**config.mk**
```make
export PLATFORM = sky130hd
export DESIGN_NAME = quoted_command_tokenizer
export DESIGN_NICKNAME = d
export VERILOG_FILES = /design/src/qct_pkg.sv /design/src/qct_front.sv /design/src/qct_queue.sv /design/src/qct_back.sv /design/src/quoted_command_tokenizer.sv
export VERILOG_INCLUDE_DIRS = /design/src /design/src/src
export SDC_FILE = /design/constraint.sdc
export NUM_CORES = 1
export LEC_CHECK = 0
export ABC_CLOCK_PERIOD_IN_PS = 4100
export BUFFER_PORTS_ARGS = -buffer_cell sky130_fd_sc_hd__buf_4
export CORE_MARGIN = 2
export CORE_UTILIZATION = 51
export CTS_BUF_LIST = sky130_fd_sc_hd__clkbuf_4
export CTS_CLUSTER_DIAMETER = 50
export DETAILED_ROUTE_END_ITERATION = 8
export HOLD_SLACK_MARGIN = 0.08
export PLACE_DENSITY_LB_ADDON = 0.12
export SYNTH_ARGS = -nofsm -noshare
export SYNTH_HDL_FRONTEND = slang
export SYNTH_SLANG_ARGS = --single-unit
export TNS_END_PERCENT = 30
```
**constraint.sdc**
```tcl
create_clock -name clk -period 4.1 [get_ports clk]
set_input_delay 0.41 -clock clk [delete_from_list [all_inputs] [get_ports clk]]
set_output_delay 0.41 -clock clk [all_outputs]
set_load 0.03 [all_outputs]
```
**src/quoted_command_tokenizer_defines.svh**
```systemverilog
// assertion macros for the command tokenizer
`ifndef QUOTED_COMMAND_TOKENIZER_DEFINES_SVH
`define QUOTED_COMMAND_TOKENIZER_DEFINES_SVH

`ifndef ASSERT_OFF

// condition holds in the same cycle as the trigger
`define QCT_ASSERT_IMPL(lbl, clk, rst_n, pre, con) \
  lbl: assert property (@(posedge clk) disable iff (!rst_n) (pre) |-> (con)) \
    else $error("assertion failed");

// condition holds in the cycle after the trigger
`define QCT_ASSERT_NEXT(lbl, clk, rst_n, pre, con) \
  lbl: assert property (@(posedge clk) disable iff (!rst_n) (pre) |=> (con)) \
    else $error("assertion failed");

`else

`define QCT_ASSERT_IMPL(lbl, clk, rst_n, pre, con)
`define QCT_ASSERT_NEXT(lbl, clk, rst_n, pre, con)

`endif

`endif

```
**src/qct_pkg.sv**
```systemverilog
// shared types and constants of the command tokenizer
package qct_pkg;

  localparam logic [7:0] CH_NUL     = 8'h00;
  localparam logic [7:0] CH_NEWLINE = 8'h0A;
  localparam logic [7:0] CH_SPACE   = 8'h20;
  localparam logic [7:0] CH_QUOTE   = 8'h22;
  localparam logic [7:0] CH_SEMI    = 8'h3B;

  localparam int QUEUE_DEPTH    = 4;
  localparam int QUEUE_PTR_BITS = 2;
  localparam int QUEUE_CNT_BITS = 3;

  localparam logic KIND_ARG     = 1'b0;
  localparam logic KIND_CMD_END = 1'b1;

  typedef struct packed {
    logic        arg_v;
    logic        cmd_v;
    logic        ovf;
    logic [15:0] offset;
    logic [15:0] length;
  } entry_t;

endpackage

```
**src/qct_front.sv**
```systemverilog
// front end: character classification, tokenizer state and record building
module qct_front #(
  parameter int POSITION_BITS = 16
) (
  input  logic              clk,
  input  logic              rst_n,
  input  logic              push,
  input  logic              q_full,
  input  logic [7:0]        char_code,
  input  logic              end_of_text,
  output logic              ent_push,
  output qct_pkg::entry_t   ent
);

  logic [POSITION_BITS-1:0] pos_r, pos_nxt;
  logic [POSITION_BITS-1:0] start_r, start_nxt;
  logic                     ina_r, ina_nxt;
  logic                     inq_r, inq_nxt;
  logic                     has_r, has_nxt;
  logic                     ovf_r, ovf_nxt;

  logic                     accept;
  logic [7:0]               c;
  logic                     is_sep, is_cmd_end, is_quote, is_nul;
  logic                     pos_last;
  logic [POSITION_BITS-1:0] pos_inc;
  logic [POSITION_BITS-1:0] len;
  logic                     close, arg_v, has_after, cmd_trig, cmd_v;
  logic [POSITION_BITS+15:0] start_ext, len_ext;

  assign accept = push && !q_full;

  always_comb begin
    c          = end_of_text ? qct_pkg::CH_NUL : char_code;
    is_sep     = c inside {qct_pkg::CH_SPACE, qct_pkg::CH_NUL};
    is_cmd_end = c inside {qct_pkg::CH_SEMI, qct_pkg::CH_NEWLINE};
    is_quote   = (c == qct_pkg::CH_QUOTE);
    is_nul     = (c == qct_pkg::CH_NUL);
    pos_last   = &pos_r;
    pos_inc    = pos_last ? pos_r : pos_r + 1'b1;
    len        = (pos_r >= start_r) ? pos_r - start_r : '0;

    close     = ina_r && ((!inq_r && (is_sep || is_cmd_end)) ||
                          (inq_r && (is_quote || is_nul)));
    arg_v     = close && (len != '0);
    has_after = has_r || arg_v;
    cmd_trig  = (is_cmd_end && !(ina_r && inq_r)) || end_of_text;
    cmd_v     = cmd_trig && has_after;

    ina_nxt   = ina_r;
    inq_nxt   = inq_r;
    start_nxt = start_r;
    if (!ina_r) begin
      if (!is_sep && !is_cmd_end) begin
        ina_nxt   = 1'b1;
        inq_nxt   = is_quote;
        start_nxt = is_quote ? pos_inc : pos_r;
      end
    end else if (!inq_r && is_quote) begin
      inq_nxt   = 1'b1;
      start_nxt = pos_inc;
    end
    if (close) begin
      ina_nxt = 1'b0;
      inq_nxt = 1'b0;
    end
    has_nxt = cmd_trig ? 1'b0 : has_after;
    pos_nxt = pos_inc;
    ovf_nxt = ovf_r || pos_last;

    // end of text restarts everything
    if (end_of_text) begin
      ina_nxt   = 1'b0;
      inq_nxt   = 1'b0;
      start_nxt = '0;
      has_nxt   = 1'b0;
      pos_nxt   = '0;
      ovf_nxt   = 1'b0;
    end

    start_ext  = {16'b0, start_r};
    len_ext    = {16'b0, len};
    ent.arg_v  = arg_v;
    ent.cmd_v  = cmd_v;
    ent.ovf    = ovf_r;
    ent.offset = start_ext[15:0];
    ent.length = len_ext[15:0];
    ent_push   = accept && (arg_v || cmd_v);
  end

  always_ff @(posedge clk) begin
    if (!rst_n) begin
      pos_r   <= '0;
      start_r <= '0;
      ina_r   <= 1'b0;
      inq_r   <= 1'b0;
      has_r   <= 1'b0;
      ovf_r   <= 1'b0;
    end else if (accept) begin
      pos_r   <= pos_nxt;
      start_r <= start_nxt;
      ina_r   <= ina_nxt;
      inq_r   <= inq_nxt;
      has_r   <= has_nxt;
      ovf_r   <= ovf_nxt;
    end
  end

endmodule

```
**src/qct_queue.sv**
```systemverilog
// short record queue between front and back end
`include "quoted_command_tokenizer_defines.svh"

module qct_queue (
  input  logic            clk,
  input  logic            rst_n,
  input  logic            push,
  input  qct_pkg::entry_t wr_entry,
  input  logic            pop,
  output qct_pkg::entry_t rd_entry,
  output logic            full,
  output logic            empty
);

  qct_pkg::entry_t                      mem_r [qct_pkg::QUEUE_DEPTH];
  logic [qct_pkg::QUEUE_PTR_BITS-1:0]   head_r, tail_r;
  logic [qct_pkg::QUEUE_CNT_BITS-1:0]   count_r;

  assign full     = (count_r == qct_pkg::QUEUE_CNT_BITS'(qct_pkg::QUEUE_DEPTH));
  assign empty    = (count_r == '0);
  assign rd_entry = mem_r[head_r];

  always_ff @(posedge clk) begin
    if (push) begin
      mem_r[tail_r] <= wr_entry;
    end
  end

  always_ff @(posedge clk) begin
    if (!rst_n) begin
      head_r  <= '0;
      tail_r  <= '0;
      count_r <= '0;
    end else begin
      if (push) begin
        tail_r <= tail_r + 1'b1;
      end
      if (pop) begin
        head_r <= head_r + 1'b1;
      end
      case ({push, pop})
        2'b10:   count_r <= count_r + 1'b1;
        2'b01:   count_r <= count_r - 1'b1;
        default: count_r <= count_r;
      endcase
    end
  end

  `QCT_ASSERT_IMPL(a_no_push_full, clk, rst_n, push, !full)
  `QCT_ASSERT_IMPL(a_no_pop_empty, clk, rst_n, pop, !empty)
  `QCT_ASSERT_IMPL(a_count_range, clk, rst_n, 1'b1, count_r <= qct_pkg::QUEUE_CNT_BITS'(qct_pkg::QUEUE_DEPTH))

endmodule

```
**src/qct_back.sv**
```systemverilog
// back end: splits queued records into single results for the output
`include "quoted_command_tokenizer_defines.svh"

module qct_back (
  input  logic            clk,
  input  logic            rst_n,
  input  qct_pkg::entry_t q_entry,
  input  logic            q_empty,
  output logic            q_pop,
  input  logic            pop,
  output logic            empty,
  output logic            record_kind,
  output logic [15:0]     arg_offset,
  output logic [15:0]     arg_length,
  output logic            position_overflow,
  output logic            last_of_run
);

  qct_pkg::entry_t cur_r;
  logic            cur_valid_r;
  logic            taken, done;

  assign empty             = !cur_valid_r;
  assign last_of_run       = !(cur_r.arg_v && cur_r.cmd_v);
  assign record_kind       = cur_r.arg_v ? qct_pkg::KIND_ARG : qct_pkg::KIND_CMD_END;
  assign arg_offset        = cur_r.arg_v ? cur_r.offset : 16'd0;
  assign arg_length        = cur_r.arg_v ? cur_r.length : 16'd0;
  assign position_overflow = cur_r.ovf;

  assign taken = pop && cur_valid_r;
  assign done  = taken && last_of_run;
  assign q_pop = !q_empty && (!cur_valid_r || done);

  always_ff @(posedge clk) begin
    if (!rst_n) begin
      cur_valid_r <= 1'b0;
    end else if (q_pop) begin
      cur_valid_r <= 1'b1;
      cur_r       <= q_entry;
    end else if (done) begin
      cur_valid_r <= 1'b0;
    end else if (taken) begin
      // argument delivered, command end still to go
      cur_r.arg_v <= 1'b0;
    end
  end

  `QCT_ASSERT_IMPL(a_held_has_request, clk, rst_n, cur_valid_r, cur_r.arg_v || cur_r.cmd_v)
  `QCT_ASSERT_NEXT(a_pair_second, clk, rst_n, taken && !last_of_run, !empty && record_kind == qct_pkg::KIND_CMD_END)

endmodule

```
**src/quoted_command_tokenizer.sv**
```systemverilog
// top level of the quoted command tokenizer
// a request's results are written to the queue, then loaded into the back end's holding register for output
// throughput: one character per cycle while the queue is not full, one result popped per cycle while results wait
// a character giving two results is held in the back end's register for two pops
// a four-entry queue between front and back end absorbs output stalls
// reset: synchronous, active low, clears tokenizer state and queue
module quoted_command_tokenizer #(
  parameter int POSITION_BITS = 16
) (
  input  logic        clk,
  input  logic        rst_n,
  input  logic        push,
  output logic        full,
  input  logic [7:0]  in_char_code,
  input  logic        in_end_of_text,
  output logic        empty,
  input  logic        pop,
  output logic        out_record_kind,
  output logic [15:0] out_arg_offset,
  output logic [15:0] out_arg_length,
  output logic        out_position_overflow,
  output logic        out_last_of_run
);

  qct_pkg::entry_t ent, head;
  logic            ent_push, q_pop, q_full, q_empty;

  assign full = q_full;

  qct_front #(.POSITION_BITS(POSITION_BITS)) u_front (
    .clk         (clk),
    .rst_n       (rst_n),
    .push        (push),
    .q_full      (q_full),
    .char_code   (in_char_code),
    .end_of_text (in_end_of_text),
    .ent_push    (ent_push),
    .ent         (ent)
  );

  qct_queue u_queue (
    .clk      (clk),
    .rst_n    (rst_n),
    .push     (ent_push),
    .wr_entry (ent),
    .pop      (q_pop),
    .rd_entry (head),
    .full     (q_full),
    .empty    (q_empty)
  );

  qct_back u_back (
    .clk               (clk),
    .rst_n             (rst_n),
    .q_entry           (head),
    .q_empty           (q_empty),
    .q_pop             (q_pop),
    .pop               (pop),
    .empty             (empty),
    .record_kind       (out_record_kind),
    .arg_offset        (out_arg_offset),
    .arg_length        (out_arg_length),
    .position_overflow (out_position_overflow),
    .last_of_run       (out_last_of_run)
  );

endmodule

```
# Yosys cells after proc, flatten, opt, wreduce, memory -nomap -nowiden
# Memories as Yosys holds them, arrays and structs flattened. A register that Yosys moved wholly into a read port is not among the register bits.
# Index checks and enable logic that the tools add are counted.
totals:
  memories: 1
  output_inout_bits: 37
  mem_bits_rw: 140
  elab_cells: 113
  latchBits: 0
  romBits: 0
  inputBits: 13
  ff_bits: 79
op_classes:
  n_addsub: 6
  mux: 34
  n_shift: 0
  order_cmp: 1
  multipliers: 0
  eq_ne: 10
  div: 0
  n_bitwise: 0
  n_reduce_logical: 46
memory_table:
  columns: ["memory", "words", "word_bits", "read_ports", "rd_clocked_by_memory_dff", "wr", "line", "source"]
  rows:
  - ["u_queue.mem_r", 4, 35, 1, 1, 1, "qct_queue.sv:15", "qct_pkg::entry_t mem_r [qct_pkg::QUEUE_DEPTH];"]
ops:
  columns: ["op", "count"]
  rows:
  - ["16-bit 2-to-1 mux", 10]
  - ["8-bit by 6-bit == test with 1-bit output, second input constant", 3]
  - ["1-bit 2-to-1 mux", 20]
  - ["16-bit by 1-bit adder with 16-bit output, second input constant", 1]
  - ["16-bit >= comparator", 1]
  - ["16-bit AND reduction", 1]
  - ["16-bit nonzero test", 1]
  - ["16-bit subtractor", 1]
  - ["1-bit logical AND", 15]
  - ["2-bit nonzero test", 5]
  - ["3-bit AND reduction", 3]
  - ["8-bit by 4-bit == test with 1-bit output, second input constant", 1]
  - ["1-bit logical NOT", 8]
  - ["8-bit logical NOT", 1]
  - ["1-bit logical OR", 8]
  - ["8-bit 2-to-1 mux", 1]
  - ["3-bit one-hot mux with 2 select lines", 1]
  - ["2-bit by 1-bit adder with 2-bit output, second input constant", 2]
  - ["2-bit 2-to-1 mux", 2]
  - ["4-bit inequality test, second input constant", 1]
  - ["4-bit nonzero test", 1]
  - ["3-bit by 1-bit adder with 3-bit output, second input constant", 1]
  - ["3-bit == test, second input constant", 1]
  - ["3-bit logical NOT", 1]
  - ["other kinds (7)", 7]

# Depth between registers and ports, before layout
logic_depth:
  ltp_word: 14
  depth_mapped: 17
  ltp_nobuf: 17

# By module
# From an unflattened synthesis, not the netlist that was laid out.
unflattened:
  hier_cells: 757
  area_unflattened_um2: 10191.0
by_module_without_submodules:
  columns: ["module", "seq_area_each_um2", "instances", "area_per_inst_um2", "cells_each"]
  rows:
  - ["qct_queue", 4384.2, 1, 5552.8, 229]
  - ["qct_front", 720.7, 1, 3271.9, 443]
  - ["qct_back", 1071.0, 1, 1366.3, 85]

# Worst setup path before layout
# OpenSTA, ideal clock, no wires.
synth_path:
  path_kind: "flip-flop to flip-flop"
  from: "reg u_front.pos_r[0]"
  to: "reg u_queue.count_r[2] in the netlist's numbering"
  arrival_time_ps: 3787
  period_less_slack_ps: 3858
  required_time_ps: 4029
  n_path_buf: 0
  stages_incl_launch_ff: 18
  setup_ps: 71
  slack_ps: 242
  path_cell_list: "dfxtp_1 -> inv_1 -> ha_1 -> fa_1 -> nand2b_1 -> a21o_1 -> o21ai_1 -> xnor2_1 -> o2111ai_1 -> nor4b_4 -> a31oi_4 -> inv_1 -> ha_1 -> inv_1 -> fa_1 -> xor2_1 -> or3_1 -> a21oi_1"
synth_between:
  elab_chain_len: 10
  word_cells_on_any_way: 13
  cone_classes: "add/sub: 1; order compare: 1; eq/ne: 2; mux: 2; reduce/logical: 7"
synth_lines:
  columns: ["item", "line", "source"]
  rows:
  - ["start: declaration", "qct_front.sv:15", "logic [POSITION_BITS-1:0] pos_r, pos_nxt;"]
  - ["start signal: assignment", "qct_front.sv:100", "pos_r <= pos_nxt;"]
  - ["16-bit subtractor or 16-bit >= comparator (tied branches)", "qct_front.sv:41", "len = (pos_r >= start_r) ? pos_r - start_r : '0;"]
  - ["16-bit 2-to-1 mux (*)", "qct_front.sv:41", null]
  - ["16-bit nonzero test (*)", "qct_front.sv:45", "arg_v = close && (len != '0);"]
  - ["1-bit logical AND (*)", "qct_front.sv:45", null]
  - ["1-bit logical OR", "qct_front.sv:46", "has_after = has_r || arg_v;"]
  - ["1-bit logical AND", "qct_front.sv:48", "cmd_v = cmd_trig && has_after;"]
  - ["1-bit logical OR (*)", "qct_front.sv:88", "ent_push = accept && (arg_v || cmd_v);"]
  - ["1-bit logical AND (*)", "qct_front.sv:88", null]
  - ["2-bit by 1-bit == test with 1-bit output or 2-bit == test (tied branches)", "qct_queue.sv:41", "case ({push, pop})"]
  - ["3-bit one-hot mux with 2 select lines or 2-bit nonzero test (tied branches)", null, null]
  - ["end signal: assignment", "qct_queue.sv:42", "2'b10: count_r <= count_r + 1'b1;"]
  - ["end signal: assignment", "qct_queue.sv:43", "2'b01: count_r <= count_r - 1'b1;"]
  - ["end signal: assignment", "qct_queue.sv:44", "default: count_r <= count_r;"]
  - ["end: declaration", "qct_queue.sv:17", "logic [qct_pkg::QUEUE_CNT_BITS-1:0] count_r;"]
# Every way passes the cells marked *; elsewhere a longest branch is shown, timed or not.
# A chain may end at the register's enable or synchronous reset.

# Final worst setup path
layout_path:
  from: "reg u_front.start_r[9]"
  to: "reg u_queue.count_r[2] in the netlist's numbering"
layout_between:
  elab_chain_len: 10
  word_cells_on_any_way: 13
  cone_classes: "add/sub: 1; order compare: 1; eq/ne: 2; mux: 2; reduce/logical: 7"
layout_lines:
  columns: ["item", "line", "source"]
  rows:
  - ["start: declaration", "qct_front.sv:16", "logic [POSITION_BITS-1:0] start_r, start_nxt;"]
  - ["start signal: assignment", "qct_front.sv:101", "start_r <= start_nxt;"]
  - ["16-bit subtractor or 16-bit >= comparator (tied branches)", "qct_front.sv:41", null]
  - ["16-bit 2-to-1 mux (*)", "qct_front.sv:41", null]
  - ["16-bit nonzero test (*)", "qct_front.sv:45", null]
  - ["1-bit logical AND (*)", "qct_front.sv:45", null]
  - ["1-bit logical OR", "qct_front.sv:46", null]
  - ["1-bit logical AND", "qct_front.sv:48", null]
  - ["1-bit logical OR (*)", "qct_front.sv:88", null]
  - ["1-bit logical AND (*)", "qct_front.sv:88", null]
  - ["2-bit by 1-bit == test with 1-bit output or 2-bit == test (tied branches)", "qct_queue.sv:41", null]
  - ["3-bit one-hot mux with 2 select lines or 2-bit nonzero test (tied branches)", null, null]
# Marks and branches as above.

==> metrics.sh <==
FINALCRITPERIODSHARE=0.950
WORST_PIN_SLEW_NS=0.939
CLKSLEWWORSTSETUPHOLDPATHS_NS=0.07
FLOORPLAN.CORE_AREA_MM2=0.0193
SYNTHESIS.INSTANCES=748
EDFF_COUNT_SYNTH=175
FINALMAXSLEWVIOLATIONS=0
WORST-ENDPOINT-REQUIRED_NS=4.68
CTS_MAX_PATH_BUFFERS=3
SYN-NUM-NETS=785
WORST_PATH_LARGEST_CELL_DELAY_NS=0.45
HOLDCRITPATHCLASS='in2reg'
DP_HPWL_UM=14300
OUTCOME='completed'
FIN_HOLD_WS_NS=0.224
TOP_CELL_BY_COUNT_WORST_PATH='inv_1'
ASYNCSETRESETFLOPFRACSYNTH=0
GLOBAL_ROUTE.USAGE.TOTAL=0.219
DIEWIDTH_UM=144
GRT_ANTENNA_BEFORE_REPAIR=1
CRITPATHKIND='reg2reg'
FIN_SKEW_NS=0.0371
YOSYSWARNINGS=0
DRT_ITER0_DRC=442
CRITPATHCAPTURETYPE='flip-flop'
POST_DRT_ANTENNA_NETS=0
RSZ0062_AT_GRT='false'
YS_FF_LATCH=221
SYN_AVG_CELL_AREA_UM2=13.4
TIMING.FMAX_MHz=257
P_LEAK_nW=4.22
FINAL_WTD_CONGESTION=0.905
YS_TOP_CELLS_BY_AREA='edfxtp_1 53%, dfxtp_1 9.2%, mux4_2 7.9%, ha_1 2.8%, and2_1 2.5%'
ROUTED_LEN_INST_UM=18.8
TOTAL_POWER_W=0.00594
LARGEST_AREA_CONTRIBUTOR_IN_THE_NETLIST='edfxtp_1'
PATH_CELLS='inv_1, ha_1, o21ai_0, nand2b_1, mux2i_1, nor4bb_4, o2111ai_2, nor4b_4, buf_4, a31oi_4, inv_1, ha_2, inv_1, fa_2, xor2_1, or3_1, a21oi_1'
PREDOMINANT_POST_SYNTHESIS_FLOP_CELL='edfxtp_1'
GRT_PASS1_VIAS=6562
CRITICAL_PATH.MAX_FANOUT=8
VIA_CELL_RATIO=5.61
SETUP_VIOL=0
PORTBUFFERS=49
INITIAL_CORE_UTILIZATION=0.518
CTS_MAX_LEVEL=2
MAPPEDNETLISTAREA_MM2=0.0100
SYNTHMOSTINSTANTIATEDCELL='edfxtp_1'
TOP_LEVEL_PORTS=50
CTS_TREE='done'
FINALNETCOUNT=894
FLOORPLAN.ROWS=51
CRIT_PATH_TOP_DELAY_CELL='dfxtp_1'
NUM_VIAS=6546
YOSYS.CELL_TYPES.COUNT=73
TIMING.CRITICAL_PATH.MAX_DELAY_FAMILY='simple AND/OR/NAND/NOR gates'
CTS-BUFFERS-INSERTED=57
SYNTH_TOP_CELL_AREA_SHARE=0.525
MAXCAPVIOLCOUNT=0
SYNTHTOPCELLSBYCOUNT='175 x edfxtp_1, 63 x nor2_1, 46 x dfxtp_1, 44 x a21oi_1, 40 x and2_1'
PERIOD_NEEDED_NS=3.89
SETUP-TNS-FINAL_NS=0
CTS.SINKS=221
CRITICAL_PATH.N_BUFFERS_INVERTERS=4
CTS_ROOT_BUFFER='clkbuf_4'
Y_DIMENSION_OF_THE_DIE_UM=144
FP.DIEAREA_MM2=0.0208
CRIT_PATH_START_KIND='flip-flop'
GLOBAL_ROUTE.OVERFLOW_TOTAL=0
FINALCOREUTILIZATION=0.608
SYNTHTOLAYOUTAREAGROWTH_PCT=17.4
DRT-TOTAL-WL_UM=22000
FINAL_LAYOUT_SIZE_SUFFIX_GT1_FRAC=0.279
PWR_DENSITY_CELL_mW_PER_MM2=505
SLEW_HEADROOM=0.374
GRT_FIRST_PASS_WIRELENGTH_UM=34700
CLK_LATENCY_NS=0.65
POST-ROUTE-DRC-COUNT=0
FIRST_PASS_DRT_ITERATIONS=5
CP_DATA_ARRIVAL_TIME_NS=4.47
FINAL_HOLD_VIOL_COUNT=0
PART_OF_THE_YOSYS_AREA_USED_FOR_SEQUENTIAL_ELEMENTS=0.617
PIN_COUNT_OF_THE_BIGGEST_NET_ENTERING_GLOBAL_ROUTING=36
PEAKVDDDROP_V=0.000304
worst min-delay path: cells and delay by family:
family	cells	cell delay [ns]
and+or+nand+nor	1	0.15
buffers and inverters	1	0.19
AOI/OAI and AO/OA	1	0.07
kinds of logic (layout without fill, tap and decap cells):
logic type / after synthesis / after routing / share of synthesized area
fa+ha+maj: 24 / 24 / 0.0315
buf+inv: 66 / 218 / 0.0286
compound gates: 144 / 144 / 0.0980
simple gates: 229 / 229 / 0.120
flops: 221 / 221 / 0.617
mux: 41 / 41 / 0.0849
other cells: 0 / 1 / 0
xor+xnor: 23 / 23 / 0.0201
layout by cell type, fill, tap and decap left out, drive strengths merged, types with 28 or more instances in the layout:
master  count
a21oi      44
o21ai      28
edfxtp    175
buf        85
nor2       67
dfxtp      46
inv        29
mux4       35
nand2      40
and2       40
clkbuf     80
report_power, final:
part,switching (W),internal [W]
Sequential,0.000100,0.00263
Combinational,0.000769,0.000559
Clock,0.000852,0.00103
metal layers:
metal / wire length (um) / vias up / share of wire / track usage
met4: 381 / 0 / 0.017 / 0.0650
met3: 1070 / 33 / 0.049 / 0.0404
met1: 9930 / 3232 / 0.45 / 0.304
li1: - / 3100 / - / -
met5: 0 / - / 0 / 0
met2: 10600 / 181 / 0.48 / 0.354
per-stage QoR:
step                      setup WS, ns  instances  instance area [um2]
after floorplan                  0.242        748                10000
after global placement           0.167       1060                10800
after detailed placement        0.0742       1060                10800
after CTS                      0.00907       1164                11600
after global routing            0.0239       1166                11700
final                            0.205       1166                11700
cell type report:
| class | instances | area, um2 |
|---|---|---|
| antenna | 1 | 2.50 |
| fill | 1551 | 7590 |
| tap | 265 | 332 |
| timing repair buffer | 87 | 708 |
| multi-input combinational | 461 | 3670 |
| sequential | 221 | 6180 |
| clock inverter | 22 | 145 |
| clock buffer | 80 | 601 |
| inverter | 29 | 109 |
final timing paths:
check,to,start,cells after the start,slack (ns)
max,u_queue.count_r[2],u_front.start_r[9],17,0.21
min,u_front.ina_r,in_end_of_text,3,0.22
min reg2reg,u_queue.mem_r[0][18],u_front.start_r[2],0,0.47
max reg2reg,u_queue.count_r[2],u_front.start_r[9],17,0.21
registers in the layout, summed over array words and instances (netlist names), named ones only:
name,count
u_back.position_overflow,1
u_queue.count_r,3
u_front.ovf_r,1
u_front.ina_r,1
u_front.start_r,16
u_front.pos_r,16
u_queue.mem_r,140
u_back.cur_valid_r,1
u_queue.tail_r,2
u_back.cur_r,34
u_front.has_r,1
u_front.inq_r,1
u_queue.head_r,2
repair_timing:
action                                  4_1_cts  5_1_grt
hold endpoints to repair                      5        0
endpoints found under the setup margin        1        2
hold buffers                                  2        0
pin swaps                                     0        7
buffers inserted                              0        1
resized for setup                             1       24
gates cloned                                  0        0
No activity file was read; power rests on OpenSTA's default activity.
